--- src/hw/rtl/tmbm_pkg.sv ---
// ----------------------------------------------------------------------------
// tmbm_pkg: shared constants and types of the battery monitor
// Window geometry, field widths, register codes and the queue item layout.
// ----------------------------------------------------------------------------
`default_nettype none

package tmbm_pkg;

  // Window geometry: the window holds SLOTS-1 samples, the trimmed mean
  // drops the largest and the smallest and divides by the rest.
  localparam int SLOTS    = 8;
  localparam int WIN      = SLOTS - 1;
  localparam int TRIM_DIV = SLOTS - 3;

  localparam int SAMPLE_W = 12;
  localparam int MV_W     = 15;
  localparam int PCT_W    = 7;
  localparam int LIMIT_W  = 8;

  localparam int SUM_W     = $clog2(WIN * 4095 + 1);
  localparam int FILL_W    = $clog2(SLOTS + 1);
  localparam int SCAN_W    = $clog2(WIN);

  // Trimmed-sum divide by TRIM_DIV as a reciprocal multiply, exact over
  // every SUM_W-bit sum.
  localparam int RECIP_W    = SUM_W + 1;
  localparam int MEAN_SHIFT = SUM_W + $clog2(TRIM_DIV);
  localparam logic [RECIP_W-1:0] MEAN_RECIP =
    RECIP_W'((2 ** MEAN_SHIFT + TRIM_DIV - 1) / TRIM_DIV);

  // Mean times full scale, before the divide by the full ADC code.
  localparam int PROD_W    = SAMPLE_W + MV_W;

  // Capacity divider: dividend wide enough for millivolts times 100.
  localparam int DIV_W     = MV_W + PCT_W;
  localparam int DVSR_W    = MV_W;
  localparam int DIV_CNT_W = $clog2(DIV_W);

  localparam logic [DVSR_W-1:0] ADC_FULL_CODE = 15'd4095;
  localparam logic [PCT_W-1:0]  PCT_SCALE     = 7'd100;

  // Sample queue between front and back.
  localparam int QDEPTH = 2;
  localparam int QAW    = $clog2(QDEPTH);

  // Stream and configuration port widths.
  localparam int IN_TDATA_W  = 16;
  localparam int OUT_TDATA_W = 24;
  localparam int CFG_IDX_W   = 8;
  localparam int CFG_DATA_W  = 16;

  typedef enum logic [CFG_IDX_W-1:0] {
    REG_FULL_SCALE  = 8'd0,
    REG_FULL_LEVEL  = 8'd1,
    REG_EMPTY_LEVEL = 8'd2,
    REG_LOW_LIMIT   = 8'd3
  } cfg_reg_t;

  localparam logic [MV_W-1:0]    RST_FULL_SCALE  = 15'd5072;
  localparam logic [MV_W-1:0]    RST_FULL_LEVEL  = 15'd4200;
  localparam logic [MV_W-1:0]    RST_EMPTY_LEVEL = 15'd3400;
  localparam logic [LIMIT_W-1:0] RST_LOW_LIMIT   = 8'd2;

  typedef struct packed {
    logic [MV_W-1:0]    full_scale_mv;
    logic [MV_W-1:0]    full_level_mv;
    logic [MV_W-1:0]    empty_level_mv;
    logic [LIMIT_W-1:0] low_count_limit;
  } cfg_t;

  typedef struct packed {
    logic [SAMPLE_W-1:0] sample;
    logic                has_result;
  } q_item_t;

  typedef struct packed {
    logic              start;
    logic [DIV_W-1:0]  dividend;
    logic [DVSR_W-1:0] divisor;
  } div_req_t;

endpackage

`default_nettype wire

--- src/hw/rtl/tmbm_front.sv ---
// ----------------------------------------------------------------------------
// tmbm_front: sample intake
// Accepts samples, tracks window fill and tags each item with whether it
// produces a result.
// ----------------------------------------------------------------------------
`default_nettype none

module tmbm_front (
  input  wire logic                          clk,
  input  wire logic                          rst,
  input  wire logic                          in_valid,
  output      logic                          in_ready,
  input  wire logic [tmbm_pkg::SAMPLE_W-1:0] in_sample,
  input  wire logic                          q_full,
  output      logic                          q_push,
  output      tmbm_pkg::q_item_t             q_item
);

  logic [tmbm_pkg::FILL_W-1:0] fill_count;

  assign in_ready = !q_full;
  assign q_push   = in_valid && in_ready;

  assign q_item.sample     = in_sample;
  assign q_item.has_result =
    (fill_count >= tmbm_pkg::FILL_W'(tmbm_pkg::SLOTS - 1));

  // Count up to SLOTS, then hold.
  always_ff @(posedge clk) begin
    if (rst) begin
      fill_count <= '0;
    end else if (q_push && (fill_count < tmbm_pkg::FILL_W'(tmbm_pkg::SLOTS))) begin
      fill_count <= fill_count + 1'b1;
    end
  end

endmodule

`default_nettype wire

--- src/hw/rtl/tmbm_queue.sv ---
// ----------------------------------------------------------------------------
// tmbm_queue: item queue
// Small FIFO that decouples the intake from the arithmetic sequencer.
// ----------------------------------------------------------------------------
`default_nettype none

module tmbm_queue (
  input  wire logic              clk,
  input  wire logic              rst,
  input  wire logic              push,
  input  wire tmbm_pkg::q_item_t push_item,
  output      logic              full,
  input  wire logic              pop,
  output      logic              valid,
  output      tmbm_pkg::q_item_t pop_item
);

  tmbm_pkg::q_item_t            entries [tmbm_pkg::QDEPTH];
  logic [tmbm_pkg::QAW-1:0]     wr_ptr;
  logic [tmbm_pkg::QAW-1:0]     rd_ptr;
  logic [tmbm_pkg::QAW:0]       count;

  assign full     = (count == (tmbm_pkg::QAW + 1)'(tmbm_pkg::QDEPTH));
  assign valid    = (count != '0);
  assign pop_item = entries[rd_ptr];

  always_ff @(posedge clk) begin
    if (rst) begin
      wr_ptr <= '0;
      rd_ptr <= '0;
      count  <= '0;
    end else begin
      if (push) begin
        wr_ptr <= (wr_ptr == tmbm_pkg::QAW'(tmbm_pkg::QDEPTH - 1)) ? '0 : wr_ptr + 1'b1;
      end
      if (pop) begin
        rd_ptr <= (rd_ptr == tmbm_pkg::QAW'(tmbm_pkg::QDEPTH - 1)) ? '0 : rd_ptr + 1'b1;
      end
      if (push && !pop) begin
        count <= count + 1'b1;
      end else if (pop && !push) begin
        count <= count - 1'b1;
      end
    end
  end

  always_ff @(posedge clk) begin
    if (push) begin
      entries[wr_ptr] <= push_item;
    end
  end

endmodule

`default_nettype wire

--- src/hw/rtl/tmbm_div.sv ---
// ----------------------------------------------------------------------------
// tmbm_div: unsigned divider
// Restoring division, one quotient bit per cycle, done pulse at the end.
// ----------------------------------------------------------------------------
`default_nettype none

module tmbm_div (
  input  wire logic                       clk,
  input  wire logic                       rst,
  input  wire tmbm_pkg::div_req_t         req,
  output      logic                       done,
  output      logic [tmbm_pkg::DIV_W-1:0] quotient
);

  logic                           busy;
  logic [tmbm_pkg::DIV_CNT_W-1:0] step;
  logic [tmbm_pkg::DVSR_W-1:0]    rem;
  logic [tmbm_pkg::DVSR_W-1:0]    dvsr;
  logic [tmbm_pkg::DVSR_W:0]      trial;
  logic                           fits;

  assign trial = {rem, quotient[tmbm_pkg::DIV_W-1]};
  assign fits  = (trial >= {1'b0, dvsr});

  always_ff @(posedge clk) begin
    if (rst) begin
      busy <= 1'b0;
      done <= 1'b0;
      step <= '0;
    end else begin
      done <= 1'b0;
      if (busy) begin
        if (step == tmbm_pkg::DIV_CNT_W'(tmbm_pkg::DIV_W - 1)) begin
          busy <= 1'b0;
          done <= 1'b1;
        end
        step <= step + 1'b1;
      end else if (req.start) begin
        busy <= 1'b1;
        step <= '0;
      end
    end
  end

  // Shift the dividend out of the quotient register as quotient bits come in.
  always_ff @(posedge clk) begin
    if (busy) begin
      rem      <= fits ? tmbm_pkg::DVSR_W'(trial - {1'b0, dvsr})
                       : trial[tmbm_pkg::DVSR_W-1:0];
      quotient <= {quotient[tmbm_pkg::DIV_W-2:0], fits};
    end else if (req.start) begin
      rem      <= '0;
      dvsr     <= req.divisor;
      quotient <= req.dividend;
    end
  end

endmodule

`default_nettype wire

--- src/hw/rtl/tmbm_back.sv ---
// ----------------------------------------------------------------------------
// tmbm_back: arithmetic sequencer
// Shifts the window, scans it for sum, max and min, forms the mean and the
// millivolt reading, runs the capacity division and the low-run logic, and
// holds the result for the output stream.
// ----------------------------------------------------------------------------
`default_nettype none

module tmbm_back (
  input  wire logic                         clk,
  input  wire logic                         rst,
  input  wire tmbm_pkg::cfg_t               cfg,
  input  wire logic                         q_valid,
  input  wire tmbm_pkg::q_item_t            q_item,
  output      logic                         q_pop,
  output      logic                         out_valid,
  input  wire logic                         out_ready,
  output      logic [tmbm_pkg::MV_W-1:0]    out_mv,
  output      logic [tmbm_pkg::PCT_W-1:0]   out_pct,
  output      logic                         out_shut
);

  typedef enum logic [3:0] {
    S_IDLE,
    S_SCAN,
    S_MEAN,
    S_SCALE,
    S_FOLD,
    S_MV,
    S_CLASS,
    S_PCT_GO,
    S_DIV_PCT,
    S_EMIT
  } state_t;

  state_t                          state;
  logic [tmbm_pkg::SAMPLE_W-1:0]   win [tmbm_pkg::WIN];
  logic [tmbm_pkg::SCAN_W-1:0]     scan_idx;
  logic [tmbm_pkg::SUM_W-1:0]      sum;
  logic [tmbm_pkg::SAMPLE_W-1:0]   mx;
  logic [tmbm_pkg::SAMPLE_W-1:0]   mn;
  logic [tmbm_pkg::SAMPLE_W-1:0]   mean;
  logic [tmbm_pkg::SUM_W+tmbm_pkg::RECIP_W-1:0] mean_prod;
  logic [tmbm_pkg::PROD_W-1:0]     prod;
  logic [tmbm_pkg::MV_W-1:0]       fold_q;
  logic [tmbm_pkg::MV_W:0]         fold_r;
  logic [tmbm_pkg::MV_W-tmbm_pkg::SAMPLE_W:0] fold_q1;
  logic [tmbm_pkg::SAMPLE_W:0]     fold_r2;
  logic                            fold_fix;
  logic [tmbm_pkg::DIV_W-1:0]      num;
  logic [tmbm_pkg::MV_W-1:0]       mv;
  logic [tmbm_pkg::PCT_W-1:0]      pct;
  logic                            shut;
  logic [tmbm_pkg::LIMIT_W-1:0]    low_run;
  logic [tmbm_pkg::LIMIT_W:0]      run_inc;
  logic [tmbm_pkg::SUM_W-1:0]      trim;
  logic [tmbm_pkg::MV_W-1:0]       mv_raw;
  tmbm_pkg::div_req_t              div_req;
  logic                            div_done;
  logic [tmbm_pkg::DIV_W-1:0]      div_q;

  assign q_pop   = (state == S_IDLE) && q_valid;
  assign run_inc = {1'b0, low_run} + 1'b1;
  assign trim    = sum - tmbm_pkg::SUM_W'(mx) - tmbm_pkg::SUM_W'(mn);

  // Trimmed sum over TRIM_DIV by reciprocal multiply.
  assign mean_prod = (tmbm_pkg::SUM_W + tmbm_pkg::RECIP_W)'(trim) *
                     (tmbm_pkg::SUM_W + tmbm_pkg::RECIP_W)'(tmbm_pkg::MEAN_RECIP);

  // Divide by 4095 = 4096 - 1: fold the high part back onto the low part
  // twice, then one compare settles the last quotient bit.
  assign fold_q1  = fold_r[tmbm_pkg::MV_W:tmbm_pkg::SAMPLE_W];
  assign fold_r2  = {1'b0, fold_r[tmbm_pkg::SAMPLE_W-1:0]} +
                    (tmbm_pkg::SAMPLE_W + 1)'(fold_q1);
  assign fold_fix = (fold_r2 >= (tmbm_pkg::SAMPLE_W + 1)'(tmbm_pkg::ADC_FULL_CODE));
  assign mv_raw   = fold_q + tmbm_pkg::MV_W'(fold_q1) + tmbm_pkg::MV_W'(fold_fix);

  assign div_req.start    = (state == S_PCT_GO);
  assign div_req.dividend = num;
  assign div_req.divisor  = cfg.full_level_mv - cfg.empty_level_mv;

  tmbm_div u_div (
    .clk      (clk),
    .rst      (rst),
    .req      (div_req),
    .done     (div_done),
    .quotient (div_q)
  );

  always_ff @(posedge clk) begin
    if (rst) begin
      state     <= S_IDLE;
      out_valid <= 1'b0;
      low_run   <= '0;
    end else begin
      if (out_valid && out_ready && (state != S_EMIT)) begin
        out_valid <= 1'b0;
      end
      unique case (state)
        S_IDLE: begin
          if (q_valid) begin
            // Drop the oldest sample, append the new one.
            for (int i = 0; i < tmbm_pkg::WIN - 1; i++) begin
              win[i] <= win[i+1];
            end
            win[tmbm_pkg::WIN-1] <= q_item.sample;
            if (q_item.has_result) begin
              scan_idx <= '0;
              sum      <= '0;
              mx       <= '0;
              mn       <= '1;
              state    <= S_SCAN;
            end
          end
        end
        S_SCAN: begin
          // Rotate the window once around, reading the head each cycle.
          for (int i = 0; i < tmbm_pkg::WIN - 1; i++) begin
            win[i] <= win[i+1];
          end
          win[tmbm_pkg::WIN-1] <= win[0];
          sum <= sum + tmbm_pkg::SUM_W'(win[0]);
          if (win[0] > mx) begin
            mx <= win[0];
          end
          if (win[0] < mn) begin
            mn <= win[0];
          end
          scan_idx <= scan_idx + 1'b1;
          if (scan_idx == tmbm_pkg::SCAN_W'(tmbm_pkg::WIN - 1)) begin
            state <= S_MEAN;
          end
        end
        S_MEAN: begin
          mean  <= mean_prod[tmbm_pkg::MEAN_SHIFT +: tmbm_pkg::SAMPLE_W];
          state <= S_SCALE;
        end
        S_SCALE: begin
          prod  <= tmbm_pkg::PROD_W'(mean) * tmbm_pkg::PROD_W'(cfg.full_scale_mv);
          state <= S_FOLD;
        end
        S_FOLD: begin
          fold_q <= prod[tmbm_pkg::PROD_W-1:tmbm_pkg::SAMPLE_W];
          fold_r <= (tmbm_pkg::MV_W + 1)'(prod[tmbm_pkg::SAMPLE_W-1:0]) +
                    (tmbm_pkg::MV_W + 1)'(prod[tmbm_pkg::PROD_W-1:tmbm_pkg::SAMPLE_W]);
          state  <= S_MV;
        end
        S_MV: begin
          mv    <= (mv_raw > cfg.full_level_mv) ? cfg.full_level_mv : mv_raw;
          state <= S_CLASS;
        end
        S_CLASS: begin
          if (mv > cfg.empty_level_mv) begin
            num     <= tmbm_pkg::DIV_W'(mv - cfg.empty_level_mv) *
                       tmbm_pkg::DIV_W'(tmbm_pkg::PCT_SCALE);
            low_run <= '0;
            shut    <= 1'b0;
            state   <= S_PCT_GO;
          end else begin
            pct <= '0;
            if (run_inc > {1'b0, cfg.low_count_limit}) begin
              shut    <= 1'b1;
              low_run <= '0;
            end else begin
              shut    <= 1'b0;
              low_run <= run_inc[tmbm_pkg::LIMIT_W-1:0];
            end
            state <= S_EMIT;
          end
        end
        S_PCT_GO: begin
          state <= S_DIV_PCT;
        end
        S_DIV_PCT: begin
          if (div_done) begin
            pct   <= div_q[tmbm_pkg::PCT_W-1:0];
            state <= S_EMIT;
          end
        end
        S_EMIT: begin
          if (!out_valid || out_ready) begin
            out_valid <= 1'b1;
            out_mv    <= mv;
            out_pct   <= pct;
            out_shut  <= shut;
            state     <= S_IDLE;
          end
        end
        default: begin
          state <= S_IDLE;
        end
      endcase
    end
  end

endmodule

`default_nettype wire

--- src/hw/rtl/trimmed_mean_battery_monitor.sv ---
// ----------------------------------------------------------------------------
// trimmed_mean_battery_monitor: sliding-window battery voltage monitor
// Trimmed mean of the recent ADC samples, scaled to millivolts, with a
// capacity percentage and a low-voltage shutdown request.
// ----------------------------------------------------------------------------
//
//  channel  dir  handshake            payload
//  s_*      in   s_tvalid/s_tready    tdata[11:0] adc_sample
//  m_*      out  m_tvalid/m_tready    tdata[14:0] voltage_mv, [21:15] capacity_pct;
//                                     tuser[0] shutdown
//  cfg_*    in   cfg_valid/cfg_ready  cfg_index register, cfg_data value
//
//  Sequencing: a sample that gives no result only shifts the window; one that
//  gives a result also passes through the window scan, the mean and scaling
//  steps and, when the reading is above the empty level, the bit-serial
//  capacity divider.
//  Reset: synchronous, clears window fill, low-run count, queue and handshakes.
//  Stalls: a two-item queue parts intake from the sequencer, and the output
//  register lets the sequencer start the next item while a result waits.
// ----------------------------------------------------------------------------
`default_nettype none

module trimmed_mean_battery_monitor (
  input  wire logic                              clk,
  input  wire logic                              rst,
  input  wire logic                              s_tvalid,
  output      logic                              s_tready,
  // s_tdata: [11:0] adc_sample, [15:12] zero
  input  wire logic [tmbm_pkg::IN_TDATA_W-1:0]   s_tdata,
  output      logic                              m_tvalid,
  input  wire logic                              m_tready,
  // m_tdata: [14:0] voltage_mv, [21:15] capacity_pct, [23:22] zero
  output      logic [tmbm_pkg::OUT_TDATA_W-1:0]  m_tdata,
  // m_tuser: [0] shutdown
  output      logic                              m_tuser,
  input  wire logic                              cfg_valid,
  output      logic                              cfg_ready,
  input  wire logic [tmbm_pkg::CFG_IDX_W-1:0]    cfg_index,
  input  wire logic [tmbm_pkg::CFG_DATA_W-1:0]   cfg_data
);

  tmbm_pkg::cfg_t                cfg;
  logic                          q_full;
  logic                          q_push;
  tmbm_pkg::q_item_t             push_item;
  logic                          q_valid;
  logic                          q_pop;
  tmbm_pkg::q_item_t             pop_item;
  logic [tmbm_pkg::MV_W-1:0]     out_mv;
  logic [tmbm_pkg::PCT_W-1:0]    out_pct;

  // Registers are always writable; writes to unknown indexes are dropped.
  assign cfg_ready = 1'b1;

  always_ff @(posedge clk) begin
    if (rst) begin
      cfg.full_scale_mv   <= tmbm_pkg::RST_FULL_SCALE;
      cfg.full_level_mv   <= tmbm_pkg::RST_FULL_LEVEL;
      cfg.empty_level_mv  <= tmbm_pkg::RST_EMPTY_LEVEL;
      cfg.low_count_limit <= tmbm_pkg::RST_LOW_LIMIT;
    end else if (cfg_valid && cfg_ready) begin
      unique case (cfg_index)
        tmbm_pkg::REG_FULL_SCALE:  cfg.full_scale_mv   <= cfg_data[tmbm_pkg::MV_W-1:0];
        tmbm_pkg::REG_FULL_LEVEL:  cfg.full_level_mv   <= cfg_data[tmbm_pkg::MV_W-1:0];
        tmbm_pkg::REG_EMPTY_LEVEL: cfg.empty_level_mv  <= cfg_data[tmbm_pkg::MV_W-1:0];
        tmbm_pkg::REG_LOW_LIMIT:   cfg.low_count_limit <= cfg_data[tmbm_pkg::LIMIT_W-1:0];
        default: begin
        end
      endcase
    end
  end

  // Intake: accept samples and tag those that complete a window.
  tmbm_front u_front (
    .clk       (clk),
    .rst       (rst),
    .in_valid  (s_tvalid),
    .in_ready  (s_tready),
    .in_sample (s_tdata[tmbm_pkg::SAMPLE_W-1:0]),
    .q_full    (q_full),
    .q_push    (q_push),
    .q_item    (push_item)
  );

  // Hold items until the sequencer is free.
  tmbm_queue u_queue (
    .clk       (clk),
    .rst       (rst),
    .push      (q_push),
    .push_item (push_item),
    .full      (q_full),
    .pop       (q_pop),
    .valid     (q_valid),
    .pop_item  (pop_item)
  );

  // Window, trimmed mean, scaling, capacity and shutdown.
  tmbm_back u_back (
    .clk       (clk),
    .rst       (rst),
    .cfg       (cfg),
    .q_valid   (q_valid),
    .q_item    (pop_item),
    .q_pop     (q_pop),
    .out_valid (m_tvalid),
    .out_ready (m_tready),
    .out_mv    (out_mv),
    .out_pct   (out_pct),
    .out_shut  (m_tuser)
  );

  assign m_tdata = {{(tmbm_pkg::OUT_TDATA_W - tmbm_pkg::MV_W - tmbm_pkg::PCT_W){1'b0}},
                    out_pct, out_mv};

endmodule

`default_nettype wire

--- config.mk ---
export PLATFORM = sky130hd
export DESIGN_NAME = trimmed_mean_battery_monitor
export DESIGN_NICKNAME = d
export VERILOG_FILES = /design/src/hw/rtl/tmbm_pkg.sv /design/src/hw/rtl/tmbm_front.sv /design/src/hw/rtl/tmbm_queue.sv /design/src/hw/rtl/tmbm_div.sv /design/src/hw/rtl/tmbm_back.sv /design/src/hw/rtl/trimmed_mean_battery_monitor.sv
export SDC_FILE = /design/constraint.sdc
export NUM_CORES = 1
export LEC_CHECK = 0
export BUFFER_PORTS_ARGS = -buffer_cell sky130_fd_sc_hd__buf_2
export CAP_MARGIN = 20
export CORE_AREA = 3 3 326 328
export CTS_CLUSTER_DIAMETER = 100
export DETAILED_ROUTE_END_ITERATION = 16
export DIE_AREA = 0 0 329 331
export GPL_TIMING_DRIVEN = 0
export HOLD_SLACK_MARGIN = 0.05
export SLEW_MARGIN = 20
export SYNTH_ARGS = -nofsm -noshare
export SYNTH_HDL_FRONTEND = slang
export SYNTH_SLANG_ARGS = --single-unit
--- constraint.sdc ---
create_clock -name clk -period 9.65 [get_ports clk]
set_input_delay 0.4825 -clock clk [delete_from_list [all_inputs] [get_ports clk]]
set_output_delay 0.4825 -clock clk [all_outputs]
set_load 0.05 [all_outputs]
==> run_results.csv, run 1 <==
group,metric,value,unit
clock_network,root_buffer,"clkbuf_16",
sta,finalHoldViolCount,0,
global_routing,grt.overflow.total,0,
setup_path,critPathMaxFanout,8,
synth,synthMuxAreaShare,2.484,%
synth,synth_area,30930,µm²
floorplan,die_h,331,µm
synth,synth_top_family_by_area,"adder cells",
setup_path,reg2reg_to,"u_back.mean[10]",
clock_network,numClockSinks,422,
synth,synth.area.top_cells,"edfxtp_1 (33%), ha_1 (14%), fa_1 (14%)",
global_routing,grt_max_degree,24,
synth,ys_types,82,
drt,via_per_inst,4.556,
drt,vias,20140,
worst_hold_path,hold_end,"cfg[20]",
synth,ys_seq_area_share,38.32,%
placed_design,post-place-ws,1.528,ns
synth,synth-compound-area-share,8.415,%
cells_and_area,area_growth,13.08,%
synth,syn_area_per_cell,10.83,µm²
sta,slew_headroom,32.93,%
drt,drt_iter0_markers,1274,
floorplan,num_rows,118,
sta,tns,0,ns
sta,post-route-min-period,8.198,ns
sta,finalMaxSlewViolations,0,
floorplan,dieWidth,329,µm
setup_path,rr_startpoint,"u_back.mx[2]",
drt,routed_wirelength,66770,µm
sta,fmax,0.1220,GHz
placed_design,gp_congestion,0.8845,
sta,finalSetupViolCount,0,
placed_design,placed_area,33250,µm²
synth,synth_adder_area_share,28.77,%
floorplan,core,103500,µm²
clock_network,numCtsBuffers,47,
global_routing,grt_pass1_wl,108900,µm
cells_and_area,fin_area,34970,µm²
sta,worst_pin_slew,1.004,ns
synth,synth_top_area_share,33.01,%
floorplan,dieArea,108900,µm²
setup_path,startpoint_type,"register",
setup_path,cp-end-kind,"register",
synth,syn_inst,2855,
clock_network,cts-resized-gates,0,
sta,fin_crit_sh,84.96,%
clock_network,clockBufferDepth,3,
worst_hold_path,min_from,"cfg_data[12]",
synth,synthFlopType,"edfxtp_1",
synth,yosys.area_share.simple,11.42,%
cells_and_area,drive_above_1_share,7.832,%
cells_and_area,utilization,33.79,%
worst_hold_path,min_path_cells,3,
floorplan,io_pins,73,
setup_path,critPathRequiredTime,9.95,ns
clock_network,clk_pin_slew_worst_paths,0.06,ns
setup_path,crit_type,"register to register",
sta,finalClockSkew,0.06387,ns
drt,ant_nets,0,
clock_network,cts_tree,"built",
synth,synth-warning-count,0,
setup_path,r2r_cells,27,
synth,synth-xor-area-share,4.385,%
synth,ys_ff_latch,422,
placed_design,hpwlAfterDp,53820,µm
synth,synthArstFlopShare,0,%
drt,wl_per_cell,15.11,µm
cells_and_area,fin_nets,3623,
drt,route.detailed.drc,0,
drt,dr.pass1.iters,7,
floorplan,start_util,29.88,%
placed_design,numPortBuffers,63,
status,status,"finished clean",
worst_hold_path,worstHoldPathType,"input pin to register",
synth,synth_edf_count,340,
job,drv_cap,0,
global_routing,grt_pass1_vias,20290,
clock_network,cts-htree-levels,2,
synth,synth_top_cell_by_area,"edfxtp_1",
sta,fin_ws,1.452,ns
global_routing,grt_use_total,12.40,%
clock_network,clk_latency,0.61,ns
setup_path,crit_arrival,8.50,ns
setup_path,r2r_slack,1.45,ns
global_routing,antenna_found_initial,1,
sta,grt_setup_unrepaired,"false",
[repair_timing]
item                                    4_1_cts  5_1_grt
hold buffers                                 12        0
buffers inserted                              0        0
endpoints found under the hold margin        24        0
endpoints found under the setup margin        0        0
[stage by stage]
step	std cells	hold slack [ns]
global placement	4299	0.4017
finish	4420	0.2567
global route	4419	0.2438
floorplan	2856	0.4003
CTS	4419	0.2206
detailed placement	4319	0.4045
[layer usage]
layer / vias up / part of all wire, % / global-route usage (%)
met4: 0 / 1.8 / 2.647
met1: 9768 / 46 / 16.80
met5: - / 0 / 0
li1: 9964 / - / -
met3: 80 / 4.5 / 1.504
met2: 325 / 48 / 21.28
[layout by cell type, fill, tap and decap left out, drive strengths merged, types with 23 or more instances in the layout]
cell / synthesis / layout
fa: 222 / 222
xnor2: 107 / 107
nand2: 234 / 234
nand3: 35 / 35
nand2b: 35 / 35
inv: 432 / 434
nor3: 38 / 38
mux2: 30 / 30
mux2i: 43 / 43
clkbuf: 53 / 116
buf: 16 / 99
nor2b: 36 / 36
o21ai: 79 / 79
nand4: 23 / 23
nor2: 161 / 161
ha: 356 / 356
dfxtp: 82 / 82
a21o: 49 / 49
and2: 87 / 87
a21oi: 140 / 140
edfxtp: 340 / 340
xor2: 47 / 47
[cell type report]
cell class / count / area, µm²
clock buffer: 63 / 1276
sequential: 422 / 11850
fill: 10380 / 68520
clock inverter: 25 / 320.3
antenna: 1 / 2.502
timing repair buffer: 95 / 656.9
inverter: 433 / 1625
multi-input combinational: 1932 / 17230
buffer: 69 / 285.3
tap: 1380 / 1727
[sequential cells by signal, summed over array words and instances (netlist names), 16 cells and up, named ones only]
name / count
u_back.fold_r: 16
u_queue.entries: 26
u_back.u_div.quotient: 22
u_back.win: 84
u_back.num: 20
cfg: 53
u_back.prod: 27
[Yosys cell counts, types with 5 or more instances]
| master | count |
|---|---|
| a21o_1 | 49 |
| nand2b_1 | 35 |
| nor2b_1 | 36 |
| nand2_1 | 234 |
| xnor2_1 | 106 |
| xor2_1 | 47 |
| or2_2 | 12 |
| a21boi_0 | 10 |
| nand3b_1 | 6 |
| dfxtp_1 | 82 |
| a21oi_1 | 138 |
| nor3_1 | 37 |
| a31oi_1 | 8 |
| clkbuf_1 | 53 |
| or3_1 | 16 |
| inv_1 | 432 |
| a211oi_1 | 13 |
| nand4_1 | 23 |
| fa_1 | 222 |
| and2_1 | 87 |
| o21ai_1 | 5 |
| o21bai_1 | 11 |
| nor4_1 | 10 |
| o21ai_0 | 73 |
| mux2_2 | 30 |
| o21a_1 | 19 |
| o211ai_1 | 10 |
| a211o_1 | 19 |
| nor2_1 | 160 |
| and3_1 | 12 |
| mux2i_1 | 43 |
| buf_1 | 8 |
| edfxtp_1 | 340 |
| nand3_1 | 35 |
| ha_1 | 356 |
[worst max path at each step]
stage          cells past startpoint         start               to  slack, ns
2_1_floorplan                     27  u_back.mx[2]  u_back.mean[11]       2.41
5_1_grt                           27  u_back.mx[2]  u_back.mean[10]       1.01
3_5_place_dp                      27  u_back.mn[2]  u_back.mean[10]       1.53
6_report                          27  u_back.mx[2]  u_back.mean[10]       1.45
4_1_cts                           27  u_back.mn[2]  u_back.mean[10]       1.41
3_3_place_gp                      27  u_back.mn[2]  u_back.mean[11]       1.57
[cell families after synthesis]
family / after synthesis
mux: 73
other cells: 2
buf+inv: 502
xor+xnor: 154
fa+ha+maj: 578
flops: 422
compound gates: 403
simple gates: 721
[worst max-delay path: stages, from the launching register on]
cell,delay [ns]
edfxtp_1,0.37
inv_1,0.14
fa_1,0.44
ha_1,0.36
nor2b_1,0.15
o21ai_0,0.23
a21oi_1,0.17
o21ai_1,0.37
o21bai_1,0.12
a21oi_1,0.35
xnor2_2,0.23
and2_1,0.25
fa_1,0.46
fa_1,0.59
inv_1,0.08
fa_1,0.55
inv_1,0.06
fa_1,0.50
fa_1,0.50
ha_1,0.26
a211oi_1,0.31
nand3_1,0.24
nor4b_4,0.33
o2111ai_2,0.21
a21oi_2,0.23
o21bai_2,0.12
a21oi_1,0.20
xnor2_1,0.08
Power of run 1 is left out: the tool's default activity adds up to more than one toggle a clock period on the data nets, which glitch-free logic cannot reach.
==> run 2: changes to the inputs <==
- clock period: 9.65 -> 6.7 ns (I/O delays scaled with it)
==> run 2 against run 1 <==
  * The run now ends with setup timing left
  * Worst hold slack lost 0.17 ns
  * Critical path depth grew 2
  * Sequential share of layout area shrank 0.94 points
  * Register-to-register slack lost 2.0 ns
  * Utilization grew 0.96 points
  * Wire length grew 2.7%
  * Clock-buffer cell count shrank 7
  * Setup slack lost 2.0 ns
  * Die area is the same
  * Design area grew 2.9%
  * Critical endpoint is now u_back.mean[11]
==> run_results.csv, run 2 (same netlist as run 1, synthesis figures left out) <==
group,metric,value,unit
drt,route.detailed.drc,0,
cells_and_area,top_regs,"u_back.win (84), cfg (53), u_back.prod (27)",
sta,fin_crit_sh,107.8,%
drt,via_per_inst,4.583,
floorplan,dieArea,108900,µm²
sta,finalHoldViolCount,0,
drt,wl_per_cell,15.35,µm
sta,grt_setup_unrepaired,"true",
clock_network,cts-htree-levels,2,
sta,fin_ws,-0.5243,ns
drt,ant_nets,0,
worst_hold_path,worstHoldPathType,"input pin to register",
setup_path,crit_path_top_delay_cell,"fa_2",
sta,finalSetupViolCount,11,
global_routing,grt_pass1_vias,20790,
global_routing,grt_use_total,12.68,%
cells_and_area,final_common_cell,"inv_1",
global_routing,grt_max_degree,26,
floorplan,core,103500,µm²
setup_path,critPathMaxFanout,4,
sta,finalMaxSlewViolations,0,
cells_and_area,layout_common_cells,"inv_1 (415), ha_1 (342), edfxtp_1 (340)",
cells_and_area,fin_nets,3670,
placed_design,post-place-ws,-0.8868,ns
clock_network,numCtsBuffers,47,
cells_and_area,largest_register_ffs,84,
floorplan,start_util,29.88,%
placed_design,gp_congestion,0.8737,
setup_path,path_common_cell,"fa_2",
sta,finalClockSkew,0.05084,ns
setup_path,r2r_cells,29,
setup_path,crit_type,"register to register",
worst_hold_path,min_path_cells,3,
drt,routed_wirelength,68560,µm
floorplan,die_h,331,µm
setup_path,crit_arrival,7.58,ns
status,violations,"setup timing",
drt,drt_iter0_markers,1139,
clock_network,root_buffer,"clkbuf_16",
sta,slew_headroom,36.35,%
sta,post-route-min-period,7.224,ns
clock_network,clockBufferDepth,3,
setup_path,r2r_slack,-0.52,ns
setup_path,cp-end-kind,"register",
floorplan,num_rows,118,
setup_path,startpoint_type,"register",
sta,worst_pin_slew,0.9527,ns
floorplan,dieWidth,329,µm
setup_path,max_stage_delay,0.59,ns
drt,dr.pass1.iters,5,
placed_design,numPortBuffers,63,
cells_and_area,utilization,34.76,%
placed_design,placed_area,33350,µm²
job,drv_cap,0,
sta,fmax,0.1384,GHz
clock_network,numClockSinks,422,
cells_and_area,area_growth,16.31,%
cells_and_area,final_cells,4467,
placed_design,dp_cells,4319,
global_routing,grt_pass1_wl,111000,µm
drt,vias,20470,
cells_and_area,fin_area,35970,µm²
floorplan,io_pins,73,
clock_network,clk_pin_slew_worst_paths,0.06,ns
setup_path,critPathRequiredTime,7.05,ns
global_routing,antenna_found_initial,1,
clock_network,cts_tree,"built",
cells_and_area,top_register,"u_back.win",
cells_and_area,drive_above_1_share,12.41,%
placed_design,hpwlAfterDp,54390,µm
clock_network,clk_latency,0.61,ns
global_routing,grt.overflow.total,0,
status,status,"finished with violations",
==> run 2: cell types whose count changed in the layout (fill, tap and decap cells not counted), moves of 12 or more <==
cell,previous run,this run
clkbuf_1,65,50
ha_1,356,342
buf_4,9,51
inv_1,431,415
ha_4,0,12
inv_2,1,16
==> run 2: worst paths after layout <==
| path | start | to |
|---|---|---|
| worst min-delay path | cfg_data[13] | cfg[21] |
| worst max-delay path | u_back.mx[7] | u_back.mean[11] |
| worst max register to register | u_back.mx[7] | u_back.mean[11] |
| worst min register to register | u_back.win[0][21] | u_back.win[0][9] |
==> run 2: layer usage <==
| layer | up-vias | global-route usage [%] | share of wire [%] |
|---|---|---|---|
| met4 | 0 | 3.610 | 2.5 |
| met3 | 91 | 1.468 | 3.7 |
| met2 | 362 | 21.74 | 48 |
| li1 | 10050 | - | - |
| met5 | - | 0 | 0 |
| met1 | 9971 | 16.87 | 46 |
==> run 2: critical path: cells and delay by family (launching register included) <==
family                   cells  cell delay, ns
adder cells (fa/ha/maj)      8            3.61
AO/OA/AOI/OAI               10            1.74
buffers and inverters        6            0.55
flip-flops                   1            0.42
AND/OR/NAND/NOR              3            0.40
XOR/XNOR                     2            0.25
==> run 2: cell type report <==
class	count	area [µm²]
Inverter	433	1630
Tap cell	1380	1727
Buffer	69	296.5
Clock inverter	32	440.4
Multi-Input combinational cell	1932	17760
Fill cell	10250	67520
Sequential cell	422	11850
Clock buffer	56	1240
Antenna cell	1	2.502
Timing Repair Buffer	142	1022
==> run 2: through the flow <==
stage               setup TNS, ns  hold WS (ns)
floorplan                 -0.1768        0.4003
global placement           -95.04        0.4015
detailed placement         -7.807        0.4045
CTS                        -3.522       0.05323
global route               -7.198       0.07237
finish                     -3.844       0.08813
==> run 2: timing repair <==
item / 4_1_cts / 5_1_grt
hold endpoints to repair: 27 / 0
setup endpoints to repair: 12 / 13
pin swaps: 50 / 34
hold buffers: 15 / 0
buffers inserted: 31 / 14
gates resized for setup: 59 / 46
Power of run 2 is left out for the same reason.
==> run 3: changes to the inputs <==
- GPL_TIMING_DRIVEN: 0 -> default
- SKIP_LAST_GASP: default -> 1
==> run 3 against run 2 <==
  * The flow still finishes with violations (setup timing)
  * Design area grew 1.2%
  * Die area is the same
  * Wire length shrank 0.74%
  * Critical path type unchanged
  * Register-to-register slack gained 0.23 ns
  * Cell count grew 1.1%
  * Sequential share of layout area shrank 0.40 points
  * Critical path depth shrank 2
  * Sequential cell count is the same
  * Clock-buffer cell count shrank 1
  * Critical endpoint unchanged
==> run_results.csv, run 3 (same netlist as run 1, synthesis figures left out) <==
group,metric,value,unit
cells_and_area,utilization,35.18,%
setup_path,crit_arrival,7.35,ns
cells_and_area,area_growth,17.74,%
cells_and_area,largest_register_ffs,84,
floorplan,io_pins,73,
clock_network,numClockSinks,422,
sta,fin_crit_sh,104.4,%
worst_hold_path,worstHoldPathType,"input pin to register",
global_routing,grt_max_degree,88,
sta,worst_pin_slew,1.028,ns
sta,slew_headroom,31.49,%
placed_design,gp_congestion,0.8356,
floorplan,dieArea,108900,µm²
placed_design,numPortBuffers,64,
sta,fmax,0.1429,GHz
cells_and_area,top_register,"u_back.win",
drt,drt_iter0_markers,1165,
cells_and_area,final_common_cell,"inv_1",
cells_and_area,top_regs,"u_back.win (84), cfg (53), u_back.prod (27)",
status,status,"finished with violations",
cells_and_area,drive_above_1_share,14.64,%
setup_path,cp-end-kind,"register",
cells_and_area,layout_common_cells,"inv_1 (418), ha_1 (340), edfxtp_1 (340)",
sta,grt_setup_unrepaired,"true",
clock_network,numCtsBuffers,47,
clock_network,cts_tree,"built",
cells_and_area,nFillCells,10240,
drt,via_per_inst,4.553,
clock_network,cts-htree-levels,2,
drt,vias,20560,
setup_path,r2r_cells,27,
global_routing,grt_use_total,12.47,%
clock_network,clk_pin_slew_worst_paths,0.06,ns
drt,routed_wirelength,68050,µm
setup_path,critPathMaxFanout,4,
drt,route.detailed.drc,0,
drt,ant_nets,0,
floorplan,dieWidth,329,µm
sta,post-route-min-period,6.996,ns
drt,dr.pass1.iters,5,
global_routing,antenna_found_initial,2,
global_routing,grt.overflow.total,0,
clock_network,clk_latency,0.62,ns
setup_path,critPathRequiredTime,7.06,ns
setup_path,crit_type,"register to register",
global_routing,grt_pass1_wl,109500,µm
clock_network,root_buffer,"clkbuf_16",
sta,finalMaxSlewViolations,0,
floorplan,die_h,331,µm
sta,finalClockSkew,0.06065,ns
cells_and_area,fin_nets,3719,
cells_and_area,final_cells,4517,
clock_network,clockBufferDepth,3,
sta,finalHoldViolCount,0,
job,drv_cap,0,
placed_design,post-place-ws,-0.3750,ns
floorplan,start_util,29.88,%
setup_path,startpoint_type,"register",
status,violations,"setup timing",
global_routing,grt_pass1_vias,20890,
placed_design,hpwlAfterDp,52320,µm
floorplan,num_rows,118,
sta,finalSetupViolCount,7,
floorplan,core,103500,µm²
placed_design,dp_cells,4381,
drt,wl_per_cell,15.06,µm
sta,fin_ws,-0.2958,ns
worst_hold_path,min_path_cells,2,
run 3: changes by cell type in the layout (fill, tap and decap cells not counted), sizes merged:
| cell | delta |
|---|---|
| clkinvlp | +2 |
| buf | +91 |
| diode | +1 |
| clkbuf | -54 |
| inv | -1 |
| dlygate4sd3 | +11 |
run 3: metal layers:
metal,vias up,routed length [µm],track usage [%]
met5,-,0,0
met4,0,1567,3.552
met3,93,2687,1.862
met2,290,32370,21.12
met1,10040,31420,16.56
li1,10150,-,-
run 3: worst max-delay path, stage by stage, from the launching register on:
cell	delay [ns]
edfxtp_1	0.37
inv_2	0.08
fa_1	0.42
ha_1	0.30
o21a_1	0.22
o21ai_2	0.22
a21oi_4	0.10
a31oi_1	0.17
o21bai_1	0.11
xor2_2	0.25
inv_2	0.11
and2_4	0.16
fa_2	0.54
inv_2	0.05
fa_2	0.42
fa_1	0.55
inv_1	0.05
fa_2	0.53
fa_2	0.46
ha_4	0.25
a21oi_4	0.14
nand3_2	0.13
nor4b_4	0.31
o2111ai_2	0.18
a21oi_2	0.23
o21bai_4	0.12
a31oi_4	0.17
xnor2_1	0.09
run 3: timing repair:
action,in CTS,in global routing
hold buffers,26,0
buffers inserted,2,17
endpoints found under the hold margin,54,0
pin swaps,10,52
endpoints found under the setup margin,12,12
resized for setup,21,51
run 3: final timing paths:
| kind | from | to | slack, ns |
|---|---|---|---|
| worst min-delay path | cfg_data[6] | cfg[14] | 0.1 |
| worst min register to register | u_back.win[0][28] | u_back.win[0][16] | 0.38 |
| worst max-delay path | u_back.mx[6] | u_back.mean[11] | -0.30 |
| worst max register to register | u_back.mx[6] | u_back.mean[11] | -0.30 |
run 3: cell type report:
type	instances	area [µm²]	share of cell area, %
Sequential cell	422	11850	32.55
Antenna cell	2	5.005	0.01374
Clock buffer	55	1206	3.312
Clock inverter	33	437.9	1.203
Tap cell	1380	1727	4.742
Inverter	433	1625	4.463
Timing Repair Buffer	260	1871	5.137
Multi-Input combinational cell	1932	17690	48.58
run 3: metrics by stage:
stage,cell area [µm²],hold WS (ns),TNS [ns]
after floorplan,31030,0.4003,-0.1768
after global placement,33980,0.4009,-1.952
after detailed placement,33980,0.4045,-2.782
after CTS,36000,0.05577,-0.8701
after global routing,36410,0.07138,-3.879
final,36410,0.09774,-0.9257
Power of run 3 is left out for the same reason.
